File: config.mk
export PLATFORM = sky130hd
export DESIGN_NAME = text_cursor_position_unit
export DESIGN_NICKNAME = d
export VERILOG_FILES = /design/src/rtl/tcpu_pkg.sv /design/src/rtl/text_cursor_position_unit.sv
export SDC_FILE = /design/constraint.sdc
export NUM_CORES = 1
export LEC_CHECK = 0
export BUFFER_PORTS_ARGS = -buffer_cell sky130_fd_sc_hd__buf_4
export CAP_MARGIN = 15
export CORE_MARGIN = 2
export CORE_UTILIZATION = 55
export DETAILED_ROUTE_END_ITERATION = 10
export GPL_ROUTABILITY_DRIVEN = 0
export MAX_ROUTING_LAYER = met4
export PLACE_DENSITY = 0.81
export SYNTH_ARGS = -nofsm -noshare
export SYNTH_HDL_FRONTEND = slang
export SYNTH_SLANG_ARGS = --single-unit
export TNS_END_PERCENT = 50
File: constraint.sdc
create_clock -name clk -period 4.6 [get_ports clk]
set_input_delay 0.92 -clock clk [delete_from_list [all_inputs] [get_ports clk]]
set_output_delay 0.92 -clock clk [all_outputs]
set_load 0.05 [all_outputs]
File: src/rtl/tcpu_pkg.sv
// Shared constants and codes for the text cursor position unit.
package tcpu_pkg;

	// Screen geometry bounds
	localparam int unsigned MAX_ROWS = 64;
	localparam int unsigned MAX_COLS = 128;

	// Register reset values
	localparam logic [6:0] ROW_COUNT_RST       = 7'd25;
	localparam logic [7:0] COLUMN_COUNT_RST    = 8'd80;
	localparam logic [4:0] BLOCK_LAST_SCAN_RST = 5'd15;

	// Configuration register indexes
	localparam logic [1:0] REG_ROW_COUNT       = 2'd0;
	localparam logic [1:0] REG_COLUMN_COUNT    = 2'd1;
	localparam logic [1:0] REG_BLOCK_LAST_SCAN = 2'd2;

	// Command codes
	typedef enum logic [3:0] {
		FUNC_SET_XY      = 4'd0,
		FUNC_LINE_START  = 4'd1,
		FUNC_UP          = 4'd2,
		FUNC_DOWN        = 4'd3,
		FUNC_LEFT        = 4'd4,
		FUNC_RIGHT       = 4'd5,
		FUNC_SET_TYPE    = 4'd6,
		FUNC_TO_OFFSET   = 4'd7,
		FUNC_FROM_OFFSET = 4'd8
	} func_t;

	// Cursor shape codes
	localparam logic [1:0] SHAPE_BLOCK     = 2'd0;
	localparam logic [1:0] SHAPE_UNDERLINE = 2'd1;
	localparam logic [1:0] SHAPE_THICK     = 2'd2;
	localparam logic [1:0] SHAPE_INVALID   = 2'd3;

	// Step counts of the shared adder
	localparam logic [3:0] MUL_LAST_STEP = 4'd6;
	localparam logic [3:0] DIV_LAST_STEP = 4'd12;

endpackage

File: src/rtl/text_cursor_position_unit.sv
// Text cursor position unit: cursor state, moves and offset conversions.
//
// Every command word gives one result word. Position moves, set_xy, set_type
// and rejected commands go from acceptance straight to the result state. A
// to_offset with an in-range row and column first passes through ST_MUL: one
// shared adder forms row * columns + column by shift-and-add over the six row
// bits and a final column add. A from_offset passes through ST_DIV, where the
// same adder runs a restoring division of the 13-bit offset by the column
// count, one quotient bit a cycle. The unit holds one command at a time; in_ready is
// low from acceptance until the result word is loaded into the output
// register, which may then wait for out_ready while the next command is taken.
// Configuration writes are always accepted and take effect at once.
module text_cursor_position_unit
	import tcpu_pkg::*;
(
	input  logic        clk,
	input  logic        arst_n,
	// configuration write channel
	input  logic        cfg_valid,
	output logic        cfg_ready,
	input  logic [1:0]  cfg_index,
	input  logic [7:0]  cfg_data,
	// command channel
	input  logic        in_valid,
	output logic        in_ready,
	input  logic [3:0]  func,
	input  logic [5:0]  req_row,
	input  logic [6:0]  req_col,
	input  logic        allow_scroll,
	input  logic [1:0]  req_type,
	input  logic [12:0] req_offset,
	// result channel
	output logic        out_valid,
	input  logic        out_ready,
	output logic        ok,
	output logic        scroll,
	output logic [5:0]  out_row,
	output logic [6:0]  out_col,
	output logic [12:0] out_offset,
	output logic [1:0]  shape,
	output logic [4:0]  first_scan,
	output logic [4:0]  last_scan
);

	typedef enum logic [1:0] {
		ST_IDLE,
		ST_MUL,
		ST_DIV,
		ST_FIN
	} state_t;

	state_t      state_q;
	logic [3:0]  cnt_q;
	logic [12:0] acc_q;
	logic [6:0]  rem_q;
	logic [5:0]  mrow_q;

	func_t       func_q;
	logic [5:0]  req_row_q;
	logic [6:0]  req_col_q;
	logic        allow_q;
	logic [1:0]  req_type_q;

	logic [6:0]  row_count_q;
	logic [7:0]  column_count_q;
	logic [4:0]  block_last_scan_q;

	logic [5:0]  cursor_row_q;
	logic [6:0]  cursor_col_q;
	logic [1:0]  cursor_shape_q;

	logic        out_valid_q;
	logic        ok_q;
	logic        scroll_q;
	logic [5:0]  out_row_q;
	logic [6:0]  out_col_q;
	logic [12:0] out_offset_q;
	logic [1:0]  shape_q;
	logic [4:0]  last_scan_q;

	logic [6:0]  rows;
	logic [7:0]  cols;
	logic        in_acc;
	logic        out_free;
	logic        req_in_range;

	// Clamp the geometry to the supported screen
	always_comb begin
		rows = row_count_q;
		if (row_count_q == 7'd0) begin
			rows = 7'd1;
		end else if ({25'd0, row_count_q} > MAX_ROWS) begin
			rows = 7'(MAX_ROWS);
		end
		cols = column_count_q;
		if (column_count_q == 8'd0) begin
			cols = 8'd1;
		end else if ({24'd0, column_count_q} > MAX_COLS) begin
			cols = 8'(MAX_COLS);
		end
	end

	assign cfg_ready = 1'b1;
	assign in_ready  = (state_q == ST_IDLE);
	assign in_acc    = in_valid && in_ready;
	assign out_free  = !out_valid_q || out_ready;
	assign req_in_range = ({1'b0, req_row} < rows) && ({1'b0, req_col} < cols);

	// Shared adder: shift-and-add for to_offset, trial subtract for from_offset
	logic [12:0] alu_a;
	logic [12:0] alu_b;
	logic        alu_sub;
	logic [13:0] alu_sum;
	logic        div_fits;
	logic [6:0]  div_rem;

	always_comb begin
		alu_a   = {acc_q[11:0], 1'b0};
		alu_b   = mrow_q[5] ? {5'd0, cols} : 13'd0;
		alu_sub = 1'b0;
		if (state_q == ST_DIV) begin
			alu_a   = {5'd0, rem_q, acc_q[12]};
			alu_b   = {5'd0, cols};
			alu_sub = 1'b1;
		end else if (cnt_q == MUL_LAST_STEP) begin
			alu_a = acc_q;
			alu_b = {6'd0, req_col_q};
		end
		alu_sum = {1'b0, alu_a} + (alu_sub ? ~{1'b0, alu_b} : {1'b0, alu_b})
			+ {13'd0, alu_sub};
		div_fits = !alu_sum[13];
		div_rem  = div_fits ? alu_sum[6:0] : {rem_q[5:0], acc_q[12]};
	end

	// Work out the result word and the next cursor state
	logic        f_ok;
	logic        f_scroll;
	logic [5:0]  f_row;
	logic [6:0]  f_col;
	logic [12:0] f_offset;
	logic [1:0]  f_shape;
	logic [5:0]  n_row;
	logic [6:0]  n_col;
	logic        pos_valid;
	logic        at_top;
	logic        at_bottom;
	logic        q_over;

	always_comb begin
		pos_valid = ({1'b0, cursor_row_q} < rows) && ({1'b0, cursor_col_q} < cols);
		at_top    = (cursor_row_q == 6'd0);
		at_bottom = ({1'b0, cursor_row_q} + 7'd1 >= rows);
		q_over    = (acc_q >= {6'd0, rows});
		f_ok      = 1'b0;
		f_scroll  = 1'b0;
		f_offset  = 13'd0;
		f_shape   = cursor_shape_q;
		n_row     = cursor_row_q;
		n_col     = cursor_col_q;
		f_row     = 6'd0;
		f_col     = 7'd0;
		unique case (func_q)
			FUNC_SET_XY: begin
				if (({1'b0, req_row_q} < rows) && ({1'b0, req_col_q} < cols)) begin
					n_row = req_row_q;
					n_col = req_col_q;
					f_ok  = 1'b1;
				end
			end
			FUNC_LINE_START: begin
				if (pos_valid) begin
					n_col = 7'd0;
					f_ok  = 1'b1;
				end
			end
			FUNC_UP: begin
				if (pos_valid) begin
					f_ok = 1'b1;
					if (at_top) f_scroll = allow_q;
					else n_row = cursor_row_q - 6'd1;
				end
			end
			FUNC_DOWN: begin
				if (pos_valid) begin
					f_ok = 1'b1;
					if (at_bottom) f_scroll = allow_q;
					else n_row = cursor_row_q + 6'd1;
				end
			end
			FUNC_LEFT: begin
				if (pos_valid) begin
					f_ok = 1'b1;
					if (cursor_col_q == 7'd0) begin
						n_col = 7'(cols - 8'd1);
						if (at_top) f_scroll = allow_q;
						else n_row = cursor_row_q - 6'd1;
					end else begin
						n_col = cursor_col_q - 7'd1;
					end
				end
			end
			FUNC_RIGHT: begin
				if (pos_valid) begin
					f_ok = 1'b1;
					if ({1'b0, cursor_col_q} + 8'd1 < cols) begin
						n_col = cursor_col_q + 7'd1;
					end else begin
						n_col = 7'd0;
						if (at_bottom) f_scroll = allow_q;
						else n_row = cursor_row_q + 6'd1;
					end
				end
			end
			FUNC_SET_TYPE: begin
				if (req_type_q != SHAPE_INVALID) begin
					f_shape = req_type_q;
					f_ok    = 1'b1;
				end
			end
			FUNC_TO_OFFSET: begin
				if (({1'b0, req_row_q} < rows) && ({1'b0, req_col_q} < cols)) begin
					f_offset = acc_q;
					f_ok     = 1'b1;
				end
			end
			FUNC_FROM_OFFSET: begin
				f_ok = !q_over;
			end
			default: begin
			end
		endcase
		if (func_q == FUNC_FROM_OFFSET) begin
			f_row = q_over ? 6'(rows - 7'd1) : acc_q[5:0];
			f_col = q_over ? 7'(cols - 8'd1) : rem_q;
		end else begin
			f_row = n_row;
			f_col = n_col;
		end
	end

	// Configuration registers
	always_ff @(posedge clk or negedge arst_n) begin
		if (!arst_n) begin
			row_count_q       <= ROW_COUNT_RST;
			column_count_q    <= COLUMN_COUNT_RST;
			block_last_scan_q <= BLOCK_LAST_SCAN_RST;
		end else if (cfg_valid) begin
			unique case (cfg_index)
				REG_ROW_COUNT:       row_count_q       <= cfg_data[6:0];
				REG_COLUMN_COUNT:    column_count_q    <= cfg_data;
				REG_BLOCK_LAST_SCAN: block_last_scan_q <= cfg_data[4:0];
				default: begin
				end
			endcase
		end
	end

	// Capture the command word
	always_ff @(posedge clk) begin
		if (in_acc) begin
			func_q     <= func_t'(func);
			req_row_q  <= req_row;
			req_col_q  <= req_col;
			allow_q    <= allow_scroll;
			req_type_q <= req_type;
		end
	end

	// Sequencer, datapath registers, cursor state and result word
	always_ff @(posedge clk or negedge arst_n) begin
		if (!arst_n) begin
			state_q        <= ST_IDLE;
			cnt_q          <= 4'd0;
			acc_q          <= 13'd0;
			rem_q          <= 7'd0;
			mrow_q         <= 6'd0;
			cursor_row_q   <= 6'd0;
			cursor_col_q   <= 7'd0;
			cursor_shape_q <= SHAPE_BLOCK;
			out_valid_q    <= 1'b0;
			ok_q           <= 1'b0;
			scroll_q       <= 1'b0;
			out_row_q      <= 6'd0;
			out_col_q      <= 7'd0;
			out_offset_q   <= 13'd0;
			shape_q        <= SHAPE_BLOCK;
			last_scan_q    <= 5'd0;
		end else begin
			// drop the result word once taken, unless a new one replaces it
			if (out_valid_q && out_ready && (state_q != ST_FIN)) out_valid_q <= 1'b0;
			unique case (state_q)
				ST_IDLE: begin
					if (in_acc) begin
						cnt_q  <= 4'd0;
						rem_q  <= 7'd0;
						mrow_q <= req_row;
						acc_q  <= 13'd0;
						if (func_t'(func) == FUNC_FROM_OFFSET) begin
							acc_q   <= req_offset;
							state_q <= ST_DIV;
						end else if (func_t'(func) == FUNC_TO_OFFSET && req_in_range) begin
							state_q <= ST_MUL;
						end else begin
							state_q <= ST_FIN;
						end
					end
				end
				ST_MUL: begin
					acc_q  <= alu_sum[12:0];
					mrow_q <= {mrow_q[4:0], 1'b0};
					cnt_q  <= cnt_q + 4'd1;
					if (cnt_q == MUL_LAST_STEP) state_q <= ST_FIN;
				end
				ST_DIV: begin
					acc_q <= {acc_q[11:0], div_fits};
					rem_q <= div_rem;
					cnt_q <= cnt_q + 4'd1;
					if (cnt_q == DIV_LAST_STEP) state_q <= ST_FIN;
				end
				ST_FIN: begin
					// hold until the output register is free
					if (out_free) begin
						cursor_row_q   <= n_row;
						cursor_col_q   <= n_col;
						cursor_shape_q <= f_shape;
						out_valid_q    <= 1'b1;
						ok_q           <= f_ok;
						scroll_q       <= f_scroll;
						out_row_q      <= f_row;
						out_col_q      <= f_col;
						out_offset_q   <= f_offset;
						shape_q        <= f_shape;
						last_scan_q    <= (f_shape == SHAPE_BLOCK) ? block_last_scan_q
							: {3'd0, f_shape};
						state_q        <= ST_IDLE;
					end
				end
				default: state_q <= ST_IDLE;
			endcase
		end
	end

	assign out_valid  = out_valid_q;
	assign ok         = ok_q;
	assign scroll     = scroll_q;
	assign out_row    = out_row_q;
	assign out_col    = out_col_q;
	assign out_offset = out_offset_q;
	assign shape      = shape_q;
	assign first_scan = 5'd0;
	assign last_scan  = last_scan_q;

	// A scroll request or an offset only comes with a successful command
	a_scroll_ok: assert property (@(posedge clk) disable iff (!arst_n)
		out_valid && scroll |-> ok)
		else $error("scroll raised on a rejected command");

	a_offset_ok: assert property (@(posedge clk) disable iff (!arst_n)
		out_valid && (out_offset != 13'd0) |-> ok)
		else $error("offset given on a rejected command");

	// The stored shape never takes the invalid code
	a_shape_legal: assert property (@(posedge clk) disable iff (!arst_n)
		cursor_shape_q != SHAPE_INVALID)
		else $error("invalid cursor shape stored");

	// The step counter stays within the division length while dividing
	a_cnt_range: assert property (@(posedge clk) disable iff (!arst_n)
		(state_q == ST_DIV) |-> (cnt_q <= DIV_LAST_STEP))
		else $error("division step counter overran");

endmodule
==> flow_summary.toml <==
[worst_setup_path]
crit_chain = "inv_1 -> ha_1 -> and3b_1 -> a21oi_1 -> o21ai_0 -> inv_1 -> fa_1 -> nor2b_1 -> o21ai_0 -> a21oi_1 -> o21ai_0 -> a211o_1 -> or4_1 -> nand3_1 -> a21oi_1"
arrival_ns = 4.15
cpPeakStageDelay_ns = 0.48
slowest_stage = "fa_1"
required_ns = 4.91
r2r_start = "cnt_q[0]"
regToRegSetupSlack_ns = 0.76
start_kind = "flop"
reg2reg_to = "acc_q[12]"
end_kind = "flop"
path_class = "reg2reg"
reg2reg_depth = 15
path_max_fanout = 13

[finish]
fin_area_um2 = 10300
num-fill-cells = 1341
syn_to_final_growth_pct = 14.6
layout-drive-gt1-share_pct = 16.6
fin_nets = 1202
diodes = 0
fin_cells = 1305

[grt]
grt_busiest_layer = "met2"
grtUsageMet2_pct = 49.8
track_usage_pct = 32.8
antenna_found_initial = 0
grt_pass1_vias = 8100
met1_usage_pct = 42.6
grt_pass1_wl_um = 43900
grt_overflow_total = 0
gr-usage-met3_pct = 6.57
grt_max_degree = 75

[hold_path]
hold_end = "last_scan[1]"
min_from = "block_last_scan_q[1]"
hold_class = "reg2reg"
hold_depth = 2

[pwr]
p_per_area_nw_per_um2 = 735
p_leak_nw = 4.46
ir_drop_uv = 402

[cts]
tritoncts = "built"
clkLatencyLatePin_ns = 0.43
clock_sinks = 121
cts_max_path_buffers = 2
post_cts_resized = 0
clk_pin_slew_ns = 0.06
htree_levels = 4
root_buffer = "clkbuf_16"
cts_setup_buffers = 0
cts_made_buffers = 17
postCtsHoldBufs = 0

[sta]
fin_tns_setup_ns = 0
post-route-min-period_ns = 3.84
rsz0062_at_grt = "false"
relSlewSlack_pct = 33.9
fin_crit_sh_pct = 83.5
hold_viol_final = 0
setup_viol = 0
tightestPinTransition_ns = 0.989
maxSlewViolCount = 0
fmax_mhz = 260
final.setup_skew_ns = 0.0114
fin_ws_ns = 0.760

[placement]
hpwlAfterDp_um = 19700
place_area_um2 = 9770
portBuffers = 84
dpl.cell_count = 1273
pre_cts_slack_ns = 0.877

[job]
max_cap_viol_count = 0

[floorplanning]
coreArea_um2 = 15900
num_io_pins = 91
fp.dieW_um = 132
start_util_pct = 56.6
dieArea_um2 = 17400
rows = 46
dieHeight_um = 132

[routing]
drt_wl_total_um = 27100
drtIter0Drc = 1184
via_per_inst = 6.54
ant_nets = 0
wl_per_cell_um = 20.7
drc = 0
via_count = 8533
firstDrtPassIters = 6

[logic_synthesis]
synth_ff_type = "dfrtp_1"
postSynthCellCount = 1016
synth_edf_count = 20
syn_avg_cell_area_um2 = 8.88
syn-cell-area_um2 = 9020
ys_seq_area_share_pct = 34.8
yosys_warnings = 0
async_reset_ff_share_pct = 83.5
synth-seq-cells = 121
synthDistinctLibCells = 92

[outcome]
status = "complete, no violations"
[registers in the layout (all words and copies together), names as in the netlist, 5 cells and up]
name,count
cursor_row_q,6
req_col_q,7
row_count_q,7
out_offset,13
last_scan,5
out_col,7
block_last_scan_q,5
rem_q,7
acc_q,13
mrow_q,6
out_row,6
column_count_q,8
cursor_col_q,7
req_row_q,6
[cells in the final DEF, fill, tap and decap left out, types with 5 or more instances in the layout]
master	instances
a211oi_1	15
a21o_1	14
a21oi_1	87
a221o_1	6
a221oi_1	9
a22o_1	21
a22oi_1	7
a311oi_1	5
a31oi_1	11
and2_1	7
and3_1	16
buf_4	97
clkbuf_16	17
conb_1	6
dfrtp_1	92
dfstp_2	9
edfxtp_1	20
ha_1	77
inv_1	33
mux2_2	24
mux2i_1	17
nand2_1	112
nand2b_1	9
nand3_1	22
nand4_1	6
nor2_1	78
nor2b_1	13
nor3_1	16
o211ai_1	8
o21a_1	7
o21ai_0	73
o22ai_1	11
o2bb2ai_1	5
or3_1	6
xnor2_1	20
xor2_1	9
[cell type report]
cell class                 count  area (um2)  area share (%)
inverter                      35         131            1.27
clock inverter                 9        92.6           0.895
sequential                   121        3140            30.4
clock buffer                  23         478            4.62
multi-input combinational    804        5500            53.2
timing repair buffer          97         728            7.04
tap                          216         270            2.61
[power breakdown]
part | switching, mW | internal, mW | total [mW]
Sequential | 0.555 | 1.45 | 2.01
Combinational | 2.72 | 1.58 | 4.31
Clock | 0.505 | 0.787 | 1.29
Total | 3.78 | 3.82 | 7.60
[worst max path at each step]
stage / start / end / slack, ns
2_1_floorplan: state_q[0] / rem_q[5] / 0.68
3_3_place_gp: cnt_q[0] / rem_q[5] / 0.99
3_5_place_dp: cnt_q[0] / rem_q[5] / 0.88
4_1_cts: cnt_q[0] / rem_q[5] / 0.86
5_1_grt: cnt_q[0] / acc_q[12] / 0.45
6_report: cnt_q[0] / acc_q[12] / 0.76
[cells by family (layout without fill, tap and decap cells)]
logic type | Yosys count | count (layout) | share of synthesized area [%]
xor gates and xnor gates | 29 | 29 | 2.82
DFF | 121 | 121 | 34.8
and+or+nand+nor | 325 | 325 | 17.9
other | 2 | 6 | 0.0832
muxes | 41 | 41 | 4.88
adders and majority gates | 78 | 78 | 10.9
buffers and inverters | 95 | 164 | 4.54
AOI/OAI and AO/OA | 325 | 325 | 24.1
[metrics by stage]
stage	power (mW)	hold slack [ns]	util [%]
floorplan	5.04	0.461	-
global placement	6.07	0.470	61.3
detailed placement	6.17	0.481	61.3
CTS	7.50	0.491	64.9
global route	8.12	0.507	64.9
finish	7.60	0.487	64.9
[critical path, delay by kind of cell, from the launching register on]
| kind | cells | cell delay (ns) |
|---|---|---|
| buffers and inverters | 2 | 0.23 |
| and+or+nand+nor | 4 | 1.12 |
| adders and majority gates | 2 | 0.65 |
| AOI/OAI and AO/OA | 7 | 1.30 |
| DFF | 1 | 0.41 |
[Yosys cell counts, types with 4 or more instances]
| master | instances | share of area, % |
|---|---|---|
| a211oi_1 | 15 | 1.2 |
| a21o_1 | 14 | 1.2 |
| a21oi_1 | 87 | 4.8 |
| a221o_1 | 6 | 0.67 |
| a221oi_1 | 9 | 0.87 |
| a22o_1 | 21 | 2.0 |
| a22oi_1 | 7 | 0.58 |
| a311oi_1 | 5 | 0.49 |
| a31oi_1 | 11 | 0.76 |
| and2_1 | 7 | 0.49 |
| and3_1 | 16 | 1.1 |
| buf_2 | 11 | 0.61 |
| buf_4 | 6 | 0.50 |
| clkbuf_1 | 37 | 1.5 |
| dfrtp_1 | 92 | 26 |
| dfstp_2 | 9 | 2.6 |
| edfxtp_1 | 20 | 6.7 |
| ha_1 | 77 | 11 |
| inv_1 | 33 | 1.4 |
| mux2_2 | 24 | 3.0 |
| mux2i_1 | 17 | 1.9 |
| nand2_1 | 112 | 4.7 |
| nand2b_1 | 9 | 0.62 |
| nand3_1 | 22 | 1.2 |
| nand4_1 | 6 | 0.42 |
| nor2_1 | 78 | 3.2 |
| nor2b_1 | 13 | 0.90 |
| nor3_1 | 16 | 0.89 |
| nor4_1 | 4 | 0.28 |
| o211ai_1 | 8 | 0.67 |
| o21a_1 | 7 | 0.58 |
| o21ai_0 | 73 | 4.0 |
| o21ai_1 | 4 | 0.22 |
| o221ai_1 | 4 | 0.39 |
| o22ai_1 | 11 | 0.76 |
| o2bb2ai_1 | 5 | 0.49 |
| o31ai_1 | 4 | 0.33 |
| or3_1 | 6 | 0.42 |
| or4_1 | 4 | 0.33 |
| xnor2_1 | 20 | 1.9 |
| xor2_1 | 9 | 0.87 |
[metal layers]
layer / share of wire, % / vias to the layer above
met5: 0 / -
met4: 4.1 / 0
met3: 9.5 / 97
met2: 46 / 488
met1: 41 / 4071
li1: - / 3877
No activity file was read; power rests on OpenSTA's default activity.
